[src/rtl/bb4_pkg.sv]
// Shared constants, types and helper functions of the 4x4 clipped box blur.
package bb4_pkg;

  localparam int MAX_WIDTH  = 1024;
  localparam int MAX_HEIGHT = 1024;

  localparam int COL_W   = $clog2(MAX_WIDTH);
  localparam int ROW_W   = $clog2(MAX_HEIGHT + 1);
  localparam int WID_W   = $clog2(MAX_WIDTH + 1);
  localparam int CFG_W   = 11;
  localparam int PIX_W   = 24;
  localparam int CH_W    = 8;
  localparam int SUM_W   = 12;
  localparam int NUM_W   = 15;
  localparam int CNT_W   = 5;
  localparam int RCP_W   = 23;
  localparam int RCP_SHIFT = 22;
  localparam int PROD_W  = NUM_W + RCP_W;

  localparam int FIFO_DEPTH = 4;
  localparam int PTR_W      = $clog2(FIFO_DEPTH);
  localparam int LVL_W      = $clog2(FIFO_DEPTH + 1);

  localparam int CFG_IDX_W = 1;
  localparam logic [CFG_IDX_W-1:0] REG_FRAME_WIDTH  = 1'b0;
  localparam logic [CFG_IDX_W-1:0] REG_FRAME_HEIGHT = 1'b1;

  // One window column as it travels from the front end to the back end.
  typedef struct packed {
    logic [3:0][PIX_W-1:0] col;
    logic [3:0]            col_ok;
    logic [3:0]            row_ok;
    logic                  gen_left;
    logic                  gen_last;
    logic                  last_row;
  } entry_t;

  // ceil(2^22 / (5*cnt + 1)); exact for every numerator up to 5*16*255.
  function automatic logic [RCP_W-1:0] rcp(input logic [CNT_W-1:0] cnt);
    logic [RCP_W-1:0] v;
    begin
      case (cnt)
        5'd0:  v = 23'd4194304;
        5'd1:  v = 23'd699051;
        5'd2:  v = 23'd381301;
        5'd3:  v = 23'd262144;
        5'd4:  v = 23'd199729;
        5'd5:  v = 23'd161320;
        5'd6:  v = 23'd135301;
        5'd7:  v = 23'd116509;
        5'd8:  v = 23'd102301;
        5'd9:  v = 23'd91181;
        5'd10: v = 23'd82242;
        5'd11: v = 23'd74899;
        5'd12: v = 23'd68760;
        5'd13: v = 23'd63551;
        5'd14: v = 23'd59075;
        5'd15: v = 23'd55189;
        5'd16: v = 23'd51782;
        default: v = 23'd4194304;
      endcase
      return v;
    end
  endfunction

  // Remainder by three: base-4 digits are summed, since 4 is 1 mod 3.
  function automatic logic [1:0] mod3(input logic [ROW_W-1:0] v);
    logic [ROW_W+1:0] p;
    int s;
    begin
      p = {2'b00, v};
      s = 0;
      for (int i = 0; i < (ROW_W + 2) / 2; i++) begin
        s = s + int'(p[2*i +: 2]);
      end
      for (int j = 0; j < 4; j++) begin
        s = (s & 3) + (s >> 2);
      end
      if (s >= 3) begin
        s = s - 3;
      end
      return 2'(s);
    end
  endfunction

  function automatic logic [1:0] slot_inc(input logic [1:0] s);
    return (s == 2'd2) ? 2'd0 : s + 2'd1;
  endfunction

endpackage

[src/rtl/bb4_fifo.sv]
// Short queue of window columns between the front end and the back end.
module bb4_fifo (
  input  logic                       clk,
  input  logic                       rst,
  input  logic                       push,
  input  bb4_pkg::entry_t            push_data,
  input  logic                       pop,
  output bb4_pkg::entry_t            pop_data,
  output logic                       nonempty,
  output logic [bb4_pkg::LVL_W-1:0]  level
);

  bb4_pkg::entry_t              mem [bb4_pkg::FIFO_DEPTH];
  logic [bb4_pkg::PTR_W-1:0]    wptr;
  logic [bb4_pkg::PTR_W-1:0]    rptr;

  assign nonempty = (level != '0);
  assign pop_data = mem[rptr];

  always_ff @(posedge clk) begin
    if (push) begin
      mem[wptr] <= push_data;
    end
  end

  always_ff @(posedge clk) begin
    if (rst) begin
      wptr  <= '0;
      rptr  <= '0;
      level <= '0;
    end else begin
      if (push) begin
        wptr <= wptr + bb4_pkg::PTR_W'(1);
      end
      if (pop) begin
        rptr <= rptr + bb4_pkg::PTR_W'(1);
      end
      level <= level + bb4_pkg::LVL_W'(push) - bb4_pkg::LVL_W'(pop);
    end
  end

endmodule

[config.mk]
export PLATFORM = sky130hd
export DESIGN_NAME = bb4_fifo
export DESIGN_NICKNAME = d
export VERILOG_FILES = /design/src/rtl/bb4_pkg.sv /design/src/rtl/bb4_fifo.sv
export SDC_FILE = /design/constraint.sdc
export NUM_CORES = 1
export LEC_CHECK = 0
export BUFFER_PORTS_ARGS = -buffer_cell sky130_fd_sc_hd__buf_2
export CORE_ASPECT_RATIO = 1.25
export CORE_UTILIZATION = 57
export CTS_CLUSTER_DIAMETER = 100
export DETAILED_ROUTE_END_ITERATION = 7
export GPL_TIMING_DRIVEN = 1
export PLACE_DENSITY_LB_ADDON = 0.3
export SLEW_MARGIN = 20
export SYNTH_ARGS = -nofsm -noshare
export SYNTH_HDL_FRONTEND = slang
export SYNTH_SLANG_ARGS = --single-unit
[constraint.sdc]
create_clock -name clk -period 4.7 [get_ports clk]
set_input_delay 0.47 -clock clk [delete_from_list [all_inputs] [get_ports clk]]
set_output_delay 0.47 -clock clk [all_outputs]
set_load 0.005 [all_outputs]
==> results_dict.tcl <==
set metrics [dict create \
    crit_arrival_ns 2.65 \
    overflow 0 \
    synthTopCellsByArea "edfxtp_1 81%, mux4_2 15%, dfxtp_1 1.1%" \
    power_leakage_nw 6.30 \
    grt_pass1_wl_um 43100 \
    synthArstFlopShare_pct 0 \
    p_sw_w 0.00173 \
    finalCritPeriodShare_pct 66.4 \
    synth-seq-area-share_pct 82.2 \
    die_x_um 151 \
    avgSynthCellArea_um2 26.4 \
    crit_path_end_kind "output port" \
    wirelength_um 29200 \
    rsz0062_at_grt "no" \
    clk-insertion-delay-late_ns 0.51 \
    p_clk_share_pct 37.4 \
    start_util_pct 58.6 \
    min_period_ns 3.12 \
    cts-root-buf "clkbuf_16" \
    row_count 67 \
    yosysTopAreaCell "edfxtp_1" \
    slew_violations 0 \
    fmax_mhz 320 \
    synth_top_area_share_pct 81.1 \
    wl_per_cell_um 23.7 \
    die_h_um 188 \
    fin_setup_tns_ns 0 \
    syn_inst 600 \
    final_layout_size_suffix_gt1_share_pct 45.5 \
    layout.nets 970 \
    pwr-share-comb_pct 8.5 \
    status "completed" \
    ys_top_cells_by_count "428 x edfxtp_1, 107 x mux4_2, 12 x buf_2" \
    hp-class "in2reg" \
    grt_pass1_vias 7529 \
    syn_area_um2 15900 \
    viasPerCell 5.76 \
    setup-violations-final 0 \
    clk_pin_slew_ns 0.07 \
    utilization_pct 69.0 \
    cpMaxStageDelayCell "dfxtp_4" \
    dp.cells 1154 \
    worstPathRequired_ns 4.23 \
    port_buffers 221 \
    cts_tree "built" \
    cts_max_level 2 \
    ant_nets 0 \
    postCtsHoldBufs 0 \
    cts_max_path_buffers 3 \
    cts_resized 0 \
    max-vdd-ir-drop_uv 335 \
    yosysMostFrequentCell "edfxtp_1" \
    syn_to_final_growth_pct 17.8 \
    syn_nets 718 \
    hold_start "push_data[96]" \
    intPower_w 0.00670 \
    slowest_delay_ns 0.78 \
    cp_top_family "flip-flops" \
    worstMarginPinSlew_ns 1.11 \
    fin_cells 1231 \
    synth_warnings 0 \
    cts.sinks 437 \
    dr.pass1.iters 4 \
    grt_start_max_net_pins 77 \
    startpoint_type "flop" \
    drt_iter0_markers 374 \
    slew_headroom_pct 26.1 \
    numCtsBuffers 40 \
    max_cap_violations 0 \
    vias 7085 \
    gp_congestion 0.773 \
    grtUsageTotal_pct 20.8 \
    cp_cell_sequence "buf_4, mux4_2, buf_2" \
    whs_ns 0.161 \
    crit_buf_inv 2 \
    synth_top_flop_cell "edfxtp_1" \
    antenna_found_initial 5 \
    path_class "reg2out" \
    nFillCells 1628 \
    switching_share_pct 20.5 \
    post_cts.repair.setup_buffers 0 \
    hold_viol_final 0 \
    ys_types 20 \
    die_area_um2 28500 \
    r2r_start "wptr[0]$_SDFFE_PP0P_" \
    synth-edff-count 428 \
    drc_errors 0 \
    ys_seq_elements 437 \
    p_seq_share_pct 54.1 \
    cp_max_fo 35 \
    clock_skew_ns 0.00989 \
    cellPowerDensity_nw_per_um2 451 \
    core-area_um2 27100 \
    io_pins 222 \
    dp_hpwl_um 17800 \
]
==> state kept, by name, summed over array words and instances (netlist names), named ones only <==
register	flops
wptr	2
mem	428
rptr	2
level	3
==> cell families (layout without fill, tap and decap cells) <==
family | after synthesis | in the layout | synth area share (%)
AO/OA/AOI/OAI | 2 | 2 | 0.0947
XOR/XNOR | 3 | 3 | 0.260
adder cells (fa/ha/maj) | 7 | 7 | 0.600
buffers and inverters | 30 | 312 | 1.14
flip-flops | 437 | 437 | 82.2
multiplexers | 108 | 108 | 15.3
other | 0 | 4 | 0
AND/OR/NAND/NOR | 13 | 13 | 0.442
==> metrics by stage <==
step / worst slack, ns / power [W] / cell area [um^2]
4_1_cts: 1.48 / 0.00849 / 18600
3_3_place_gp: 2.10 / 0.00532 / 17400
5_1_grt: 1.36 / 0.00870 / 18700
3_5_place_dp: 2.03 / 0.00537 / 17400
2_1_floorplan: 1.21 / 0.00504 / 15900
6_report: 1.58 / 0.00843 / 18700
==> final timing paths <==
kind | end | slack (ns) | cells past startpoint
worst max-delay path | pop_data[79] | 1.58 | 3
worst min-delay path | mem[3][96]$_DFFE_PP_ | 0.16 | 1
worst min register to register | flop | 0.56 | 2
worst max register to register | mem[2][91]$_DFFE_PP_ | 2.40 | 4
==> power by group through the flow <==
stage          Sequential (W)  Clock [W]  Combinational, W
2_1_floorplan         0.00461          0          0.000429
3_3_place_gp          0.00463          0          0.000696
3_5_place_dp          0.00464          0          0.000722
4_1_cts               0.00456    0.00320          0.000727
5_1_grt               0.00457    0.00335          0.000781
6_report              0.00456    0.00315          0.000720
==> final cells by class <==
cell class | instances | area [um^2] | area share [%]
clock buffer | 52 | 1090 | 5.82
inverter | 6 | 22.5 | 0.121
antenna | 4 | 10.0 | 0.0536
timing repair buffer | 234 | 1240 | 6.62
sequential | 437 | 13000 | 69.8
clock inverter | 20 | 194 | 1.04
multi-input combinational | 133 | 2650 | 14.2
tap | 345 | 432 | 2.31
==> layout by cell type (no fill, tap or decap) <==
cell type / count
edfxtp_1: 428
buf_2: 221
mux4_2: 107
clkbuf_16: 41
buf_4: 11
clkinv_1: 10
clkbuf_1: 9
dfxtp_1: 7
inv_1: 6
ha_1: 6
nor2_1: 5
diode_2: 4
and2_4: 4
bufinv_16: 4
clkinv_2: 4
xnor2_1: 2
nor2b_1: 2
dfxtp_4: 2
clkbuf_8: 2
or3_1: 1
a21bo_2: 1
nand3b_1: 1
a21oi_1: 1
xor3_1: 1
mux2i_1: 1
fa_1: 1
clkinv_4: 1
clkinvlp_4: 1
buf_16: 1
buf_12: 1
==> layer usage <==
layer  global-route usage [%]  vias up  wire length, um
met2                     35.8      253            15700
met4                     7.46        4              853
met1                     25.6     3677            10600
met3                     5.21       62             2000
li1                         -     3089                -
met5                        0        -               17
Power figures use the tool's default switching activity.
