===== config.mk =====
export PLATFORM = sky130hd
export DESIGN_NAME = bb4_back_flat
export DESIGN_NICKNAME = d
export VERILOG_FILES = /design/src/rtl/bb4_pkg.sv /design/src/rtl/bb4_if.sv /design/src/rtl/bb4_back.sv /design/src/flat_wrapper.sv
export SDC_FILE = /design/constraint.sdc
export NUM_CORES = 2
export LEC_CHECK = 0
export CORE_MARGIN = 2
export CORE_UTILIZATION = 25
export DETAILED_ROUTE_END_ITERATION = 8
export DONT_BUFFER_PORTS = 1
export GPL_ROUTABILITY_DRIVEN = 0
export SYNTH_ARGS = -nofsm -noshare
export SYNTH_HDL_FRONTEND = slang
export SYNTH_SLANG_ARGS = --single-unit

===== constraint.sdc =====
create_clock -name clk -period 74.5 [get_ports clk]
set_input_delay 18.625 -clock clk [delete_from_list [all_inputs] [get_ports clk]]
set_output_delay 18.625 -clock clk [all_outputs]
set_load 0.03 [all_outputs]

===== src/rtl/bb4_pkg.sv =====
// Shared constants, types and helper functions of the 4x4 clipped box blur.
package bb4_pkg;

  localparam int MAX_WIDTH  = 1024;
  localparam int MAX_HEIGHT = 1024;

  localparam int COL_W   = $clog2(MAX_WIDTH);
  localparam int ROW_W   = $clog2(MAX_HEIGHT + 1);
  localparam int WID_W   = $clog2(MAX_WIDTH + 1);
  localparam int CFG_W   = 11;
  localparam int PIX_W   = 24;
  localparam int CH_W    = 8;
  localparam int SUM_W   = 12;
  localparam int NUM_W   = 15;
  localparam int CNT_W   = 5;
  localparam int RCP_W   = 23;
  localparam int RCP_SHIFT = 22;
  localparam int PROD_W  = NUM_W + RCP_W;

  localparam int FIFO_DEPTH = 4;
  localparam int PTR_W      = $clog2(FIFO_DEPTH);
  localparam int LVL_W      = $clog2(FIFO_DEPTH + 1);

  localparam int CFG_IDX_W = 1;
  localparam logic [CFG_IDX_W-1:0] REG_FRAME_WIDTH  = 1'b0;
  localparam logic [CFG_IDX_W-1:0] REG_FRAME_HEIGHT = 1'b1;

  // One window column as it travels from the front end to the back end.
  typedef struct packed {
    logic [3:0][PIX_W-1:0] col;
    logic [3:0]            col_ok;
    logic [3:0]            row_ok;
    logic                  gen_left;
    logic                  gen_last;
    logic                  last_row;
  } entry_t;

  // ceil(2^22 / (5*cnt + 1)); exact for every numerator up to 5*16*255.
  function automatic logic [RCP_W-1:0] rcp(input logic [CNT_W-1:0] cnt);
    logic [RCP_W-1:0] v;
    begin
      case (cnt)
        5'd0:  v = 23'd4194304;
        5'd1:  v = 23'd699051;
        5'd2:  v = 23'd381301;
        5'd3:  v = 23'd262144;
        5'd4:  v = 23'd199729;
        5'd5:  v = 23'd161320;
        5'd6:  v = 23'd135301;
        5'd7:  v = 23'd116509;
        5'd8:  v = 23'd102301;
        5'd9:  v = 23'd91181;
        5'd10: v = 23'd82242;
        5'd11: v = 23'd74899;
        5'd12: v = 23'd68760;
        5'd13: v = 23'd63551;
        5'd14: v = 23'd59075;
        5'd15: v = 23'd55189;
        5'd16: v = 23'd51782;
        default: v = 23'd4194304;
      endcase
      return v;
    end
  endfunction

  // Remainder by three: base-4 digits are summed, since 4 is 1 mod 3.
  function automatic logic [1:0] mod3(input logic [ROW_W-1:0] v);
    logic [ROW_W+1:0] p;
    int s;
    begin
      p = {2'b00, v};
      s = 0;
      for (int i = 0; i < (ROW_W + 2) / 2; i++) begin
        s = s + int'(p[2*i +: 2]);
      end
      for (int j = 0; j < 4; j++) begin
        s = (s & 3) + (s >> 2);
      end
      if (s >= 3) begin
        s = s - 3;
      end
      return 2'(s);
    end
  endfunction

  function automatic logic [1:0] slot_inc(input logic [1:0] s);
    return (s == 2'd2) ? 2'd0 : s + 2'd1;
  endfunction

endpackage


===== src/rtl/bb4_if.sv =====


interface bb4_out_if;
  logic        valid;
  logic        ready;
  logic [31:0] out_pixel;
  logic        end_of_run;
  logic        end_of_frame;
  modport source (output valid, output out_pixel, output end_of_run, output end_of_frame,
                  input ready);
  modport sink (input valid, input out_pixel, input end_of_run, input end_of_frame,
                output ready);
endinterface


===== src/rtl/bb4_back.sv =====
// Back end: 4x4 window, clipped sums, reciprocal division and output register.
module bb4_back (
  input  logic             clk,
  input  logic             rst,
  input  bb4_pkg::entry_t  pop_data,
  input  logic             nonempty,
  output logic             pop,
  bb4_out_if.source        out
);

  logic [bb4_pkg::PIX_W-1:0] win [4][4];

  logic       job_valid;
  logic       pend_a;
  logic       pend_b;
  logic [3:0] job_col_ok;
  logic [3:0] job_row_ok;
  logic       job_last_row;

  logic adv;
  logic issue;
  logic free;
  logic [15:0] use_mask;
  logic [bb4_pkg::SUM_W-1:0] sum [3];
  logic [bb4_pkg::NUM_W-1:0] num [3];

  logic                      st_valid;
  logic [bb4_pkg::NUM_W-1:0] st_num [3];
  logic [bb4_pkg::CNT_W-1:0] st_cnt;
  logic                      st_eor;
  logic                      st_eof;
  logic [bb4_pkg::RCP_W-1:0] st_rcp;
  logic [bb4_pkg::PROD_W-1:0] prod [3];

  assign adv   = !out.valid || out.ready;
  assign issue = job_valid && adv && (pend_a || pend_b);
  assign free  = !job_valid || !(issue ? (pend_a && pend_b) : (pend_a || pend_b));
  assign pop   = nonempty && free;

  // The left result spans four columns; the extra row-end result drops the oldest.
  always_comb begin
    for (int a = 0; a < 4; a++) begin
      for (int k = 0; k < 4; k++) begin
        use_mask[a*4 + k] = job_col_ok[a] && job_row_ok[k] && ((a != 3) || pend_a);
      end
    end
  end

  always_comb begin
    logic [bb4_pkg::SUM_W-1:0] colsum [4];
    for (int ch = 0; ch < 3; ch++) begin
      for (int a = 0; a < 4; a++) begin
        colsum[a] = '0;
        for (int k = 0; k < 4; k++) begin
          if (use_mask[a*4 + k]) begin
            colsum[a] = colsum[a] + bb4_pkg::SUM_W'(win[a][k][(2-ch)*8 +: 8]);
          end
        end
      end
      sum[ch] = (colsum[0] + colsum[1]) + (colsum[2] + colsum[3]);
      num[ch] = {sum[ch], 2'b00} + bb4_pkg::NUM_W'(sum[ch]);
    end
  end

  always_ff @(posedge clk) begin
    if (rst) begin
      job_valid <= 1'b0;
      pend_a    <= 1'b0;
      pend_b    <= 1'b0;
    end else if (pop) begin
      job_valid <= 1'b1;
      pend_a    <= pop_data.gen_left;
      pend_b    <= pop_data.gen_last;
    end else if (free) begin
      job_valid <= 1'b0;
    end else if (issue) begin
      pend_a <= 1'b0;
    end
  end

  always_ff @(posedge clk) begin
    if (pop) begin
      for (int a = 1; a < 4; a++) begin
        win[a] <= win[a-1];
      end
      for (int k = 0; k < 4; k++) begin
        win[0][k] <= pop_data.col[k];
      end
      job_col_ok   <= pop_data.col_ok;
      job_row_ok   <= pop_data.row_ok;
      job_last_row <= pop_data.last_row;
    end
  end

  always_ff @(posedge clk) begin
    if (rst) begin
      st_valid  <= 1'b0;
      out.valid <= 1'b0;
    end else if (adv) begin
      st_valid  <= issue;
      out.valid <= st_valid;
    end
  end

  assign st_rcp = bb4_pkg::rcp(st_cnt);
  always_comb begin
    for (int ch = 0; ch < 3; ch++) begin
      prod[ch] = bb4_pkg::PROD_W'(st_num[ch]) * bb4_pkg::PROD_W'(st_rcp);
    end
  end

  always_ff @(posedge clk) begin
    if (adv) begin
      for (int ch = 0; ch < 3; ch++) begin
        st_num[ch] <= num[ch];
      end
      st_cnt <= bb4_pkg::CNT_W'($countones(use_mask));
      st_eor <= !(pend_a && pend_b);
      st_eof <= !pend_a && job_last_row;
      out.out_pixel <= {prod[0][bb4_pkg::RCP_SHIFT +: bb4_pkg::CH_W],
                        prod[1][bb4_pkg::RCP_SHIFT +: bb4_pkg::CH_W],
                        prod[2][bb4_pkg::RCP_SHIFT +: bb4_pkg::CH_W], 8'hFF};
      out.end_of_run   <= st_eor;
      out.end_of_frame <= st_eof;
    end
  end

endmodule


===== src/flat_wrapper.sv =====
// flat-port wrapper written by rule: the top's interface ports become plain ports
module bb4_back_flat 
  (clk, rst, pop_data, nonempty, pop, out_valid, out_out_pixel, out_end_of_run, out_end_of_frame, out_ready);
  bb4_out_if out_i ();
  input  logic clk;
  input  logic rst;
  input  bb4_pkg::entry_t pop_data;
  input  logic nonempty;
  output logic pop;
  output wire logic [$bits(out_i.valid)-1:0] out_valid;
  output wire logic [$bits(out_i.out_pixel)-1:0] out_out_pixel;
  output wire logic [$bits(out_i.end_of_run)-1:0] out_end_of_run;
  output wire logic [$bits(out_i.end_of_frame)-1:0] out_end_of_frame;
  input wire logic [$bits(out_i.ready)-1:0] out_ready;
  assign out_valid = out_i.valid;
  assign out_out_pixel = out_i.out_pixel;
  assign out_end_of_run = out_i.end_of_run;
  assign out_end_of_frame = out_i.end_of_frame;
  assign out_i.ready = out_ready;
  bb4_back u_core (.clk(clk), .rst(rst), .pop_data(pop_data), .nonempty(nonempty), .pop(pop), .out(out_i));
endmodule

==> impl_metrics.json <==
{
  "status": "complete, no violations",
  "cts.sinks": 497,
  "crit_fanout": 10,
  "cts_buffers": 68,
  "maxSlewViolCount": 0,
  "cp.required_ns": 55.88,
  "ys_types": 74,
  "grtUsageTotal_pct": 13.5,
  "slew-limit-headroom_pct": 22.8,
  "syn2layout_area_growth_pct": 9.53,
  "syn_area_um2": 60600,
  "synth-main-ff-cell": "edfxtp_1",
  "synth-seq-area-share_pct": 24.2,
  "h-tree-depth": 3,
  "fin_tns_setup_ns": 0,
  "grt_max_degree": 67,
  "start_kind": "input pin",
  "dieHeight_um": 496,
  "rows": 180,
  "die_area_um2": 246000,
  "synth_enable_flop_cells": 471,
  "hold_buffers": 0,
  "final_antenna_net_count": 0,
  "vias": 43500,
  "postLayoutCellArea_um2": 66300,
  "design.core.area_um2": 241000,
  "synth_top_cell_by_area": "fa_1",
  "clk_pin_slew_ns": 0.06,
  "criticalPathCategory": "input pin to output port",
  "routedWlPerCell_um": 17.8,
  "most-common-layout-cells": "844 x inv_1, 803 x fa_1, 741 x nand2_1",
  "ys_ff_latch": 497,
  "hold_viol_final": 0,
  "clockBufferDepth": 3,
  "drive_gt1_share_pct": 4.14,
  "ios": 147,
  "grt_pass1_vias": 46600,
  "layout_commonest_cell": "inv_1",
  "syn_inst": 6149,
  "insertion_delay_ns": 0.70,
  "via_per_inst": 4.70,
  "drc": 0,
  "worst-slew-pin-transition_ns": 1.16,
  "drtPass1Iterations": 5,
  "ctsRootBufferMaster": "clkbuf_16",
  "hp-class": "flop to flop",
  "num-fill-cells": 25000,
  "yosys_warnings": 0,
  "rsz0062_at_grt": "false",
  "layout_min_cycle_time_ns": 38.54,
  "fin_worst_skew_ns": 0.0524,
  "netlist_top_cells_area": "fa_1 27%, edfxtp_1 23%, ha_1 12%",
  "synth_area_per_cell_um2": 9.85,
  "antenna_found_initial": 7,
  "cts_resized": 0,
  "max_freq_mhz": 25.9,
  "tritoncts": "built",
  "initial_core_util_pct": 25.2,
  "grt_pass1_wl_um": 260000,
  "die_x_um": 496,
  "setup_viol": 0,
  "place_area_um2": 64000,
  "endpoint_kind": "output port",
  "synth_top_area_share_pct": 26.5,
  "finalCritPeriodShare_pct": 51.7,
  "gr-total-overflow": 0,
  "wl_um": 164000,
  "arrival_ns": 19.92,
  "cts_setup_buffers": 0,
  "max_cap_violations": 0,
  "dr.first_iter.drc_count": 2812,
  "port_buffers": 0,
  "layout.nets": 7506,
  "synthArstFlopShare_pct": 0,
  "dp_hpwl_um": 125000
}
synthesized netlist by cell type, types with 41 or more instances:
cell type	count
and2_1	392
clkbuf_1	256
edfxtp_1	471
nor2_1	263
and3_1	74
nand2_1	741
ha_1	576
nand3_1	49
o21ai_0	237
a21oi_1	265
a21o_1	90
o21a_1	56
xnor2_1	195
o31ai_1	43
nor2b_1	66
mux2_2	41
inv_1	844
nor3_1	66
fa_1	803
xor2_1	97
critical path, cell delays in order:
cell and delay [ns]:
nor2b_1 0.02, buf_4 0.19, maj3_1 0.42, a21boi_4 0.60
metrics by stage:
stage          instances  setup slack (ns)  utilization (%)  hold WS (ns)
2_1_floorplan       6156              7.65                -         0.400
3_3_place_gp        9131             35.82             26.6         0.404
3_5_place_dp        9131             35.83             26.6         0.406
4_1_cts             9254             35.83             27.5         0.406
5_1_grt             9254             35.87             27.5         0.428
6_report            9255             35.96             27.5         0.404
state kept, by name, summed over array words and instances, names as in the netlist, 4 cells and up:
signal,flops
u_core.st_num,45
u_core.win,384
u_core.out.out_pixel,24
u_core.job_row_ok,4
u_core.job_col_ok,4
u_core.st_rcp,21
u_core.st_cnt,5
metal layers:
metal / up-vias / share of wire, % / global-route usage [%]
li1: 20000 / - / -
met1: 22000 / 44 / 17.5
met2: 1270 / 48 / 23.1
met3: 280 / 5.5 / 1.85
met4: 0 / 3.1 / 4.40
met5: - / 0 / 0
logic make-up after synthesis:
| group | synth area share [%] |
|---|---|
| multiplexers | 1.23 |
| AO/OA/AOI/OAI | 10.5 |
| buffers and inverters | 7.06 |
| flip-flops | 24.2 |
| other | 0.00619 |
| adder cells (fa/ha/maj) | 38.5 |
| AND/OR/NAND/NOR | 14.2 |
| XOR/XNOR | 4.22 |
path summary, 6_finish.rpt:
| check | from | to | slack, ns | depth (start not counted) |
|---|---|---|---|---|
| min | u_core.st_eor | u_core.out.end_of_run | 0.40 | 0 |
| min reg2reg | u_core.st_eor | u_core.out.end_of_run | 0.40 | 0 |
| max reg2reg | u_core.job_col_ok[1] | u_core.st_num[0][42] | 64.75 | 32 |
| max | out_ready | pop | 35.96 | 4 |
final cells by class:
class                   count  area [µm²]  share of cell area (%)
diodes                      1        2.50                 0.00377
repair buffers             67         503                   0.758
multi-input cells        4529       41700                    62.8
flip-flops and latches    497       14700                    22.1
clock inverters            43         482                   0.726
clock buffers              80        1830                    2.76
well taps                3185        3990                    6.01
inverters                 853        3200                    4.83
Power is left out: the tool's default activity adds up to more than one toggle a clock period on the data nets, which glitch-free logic cannot reach.
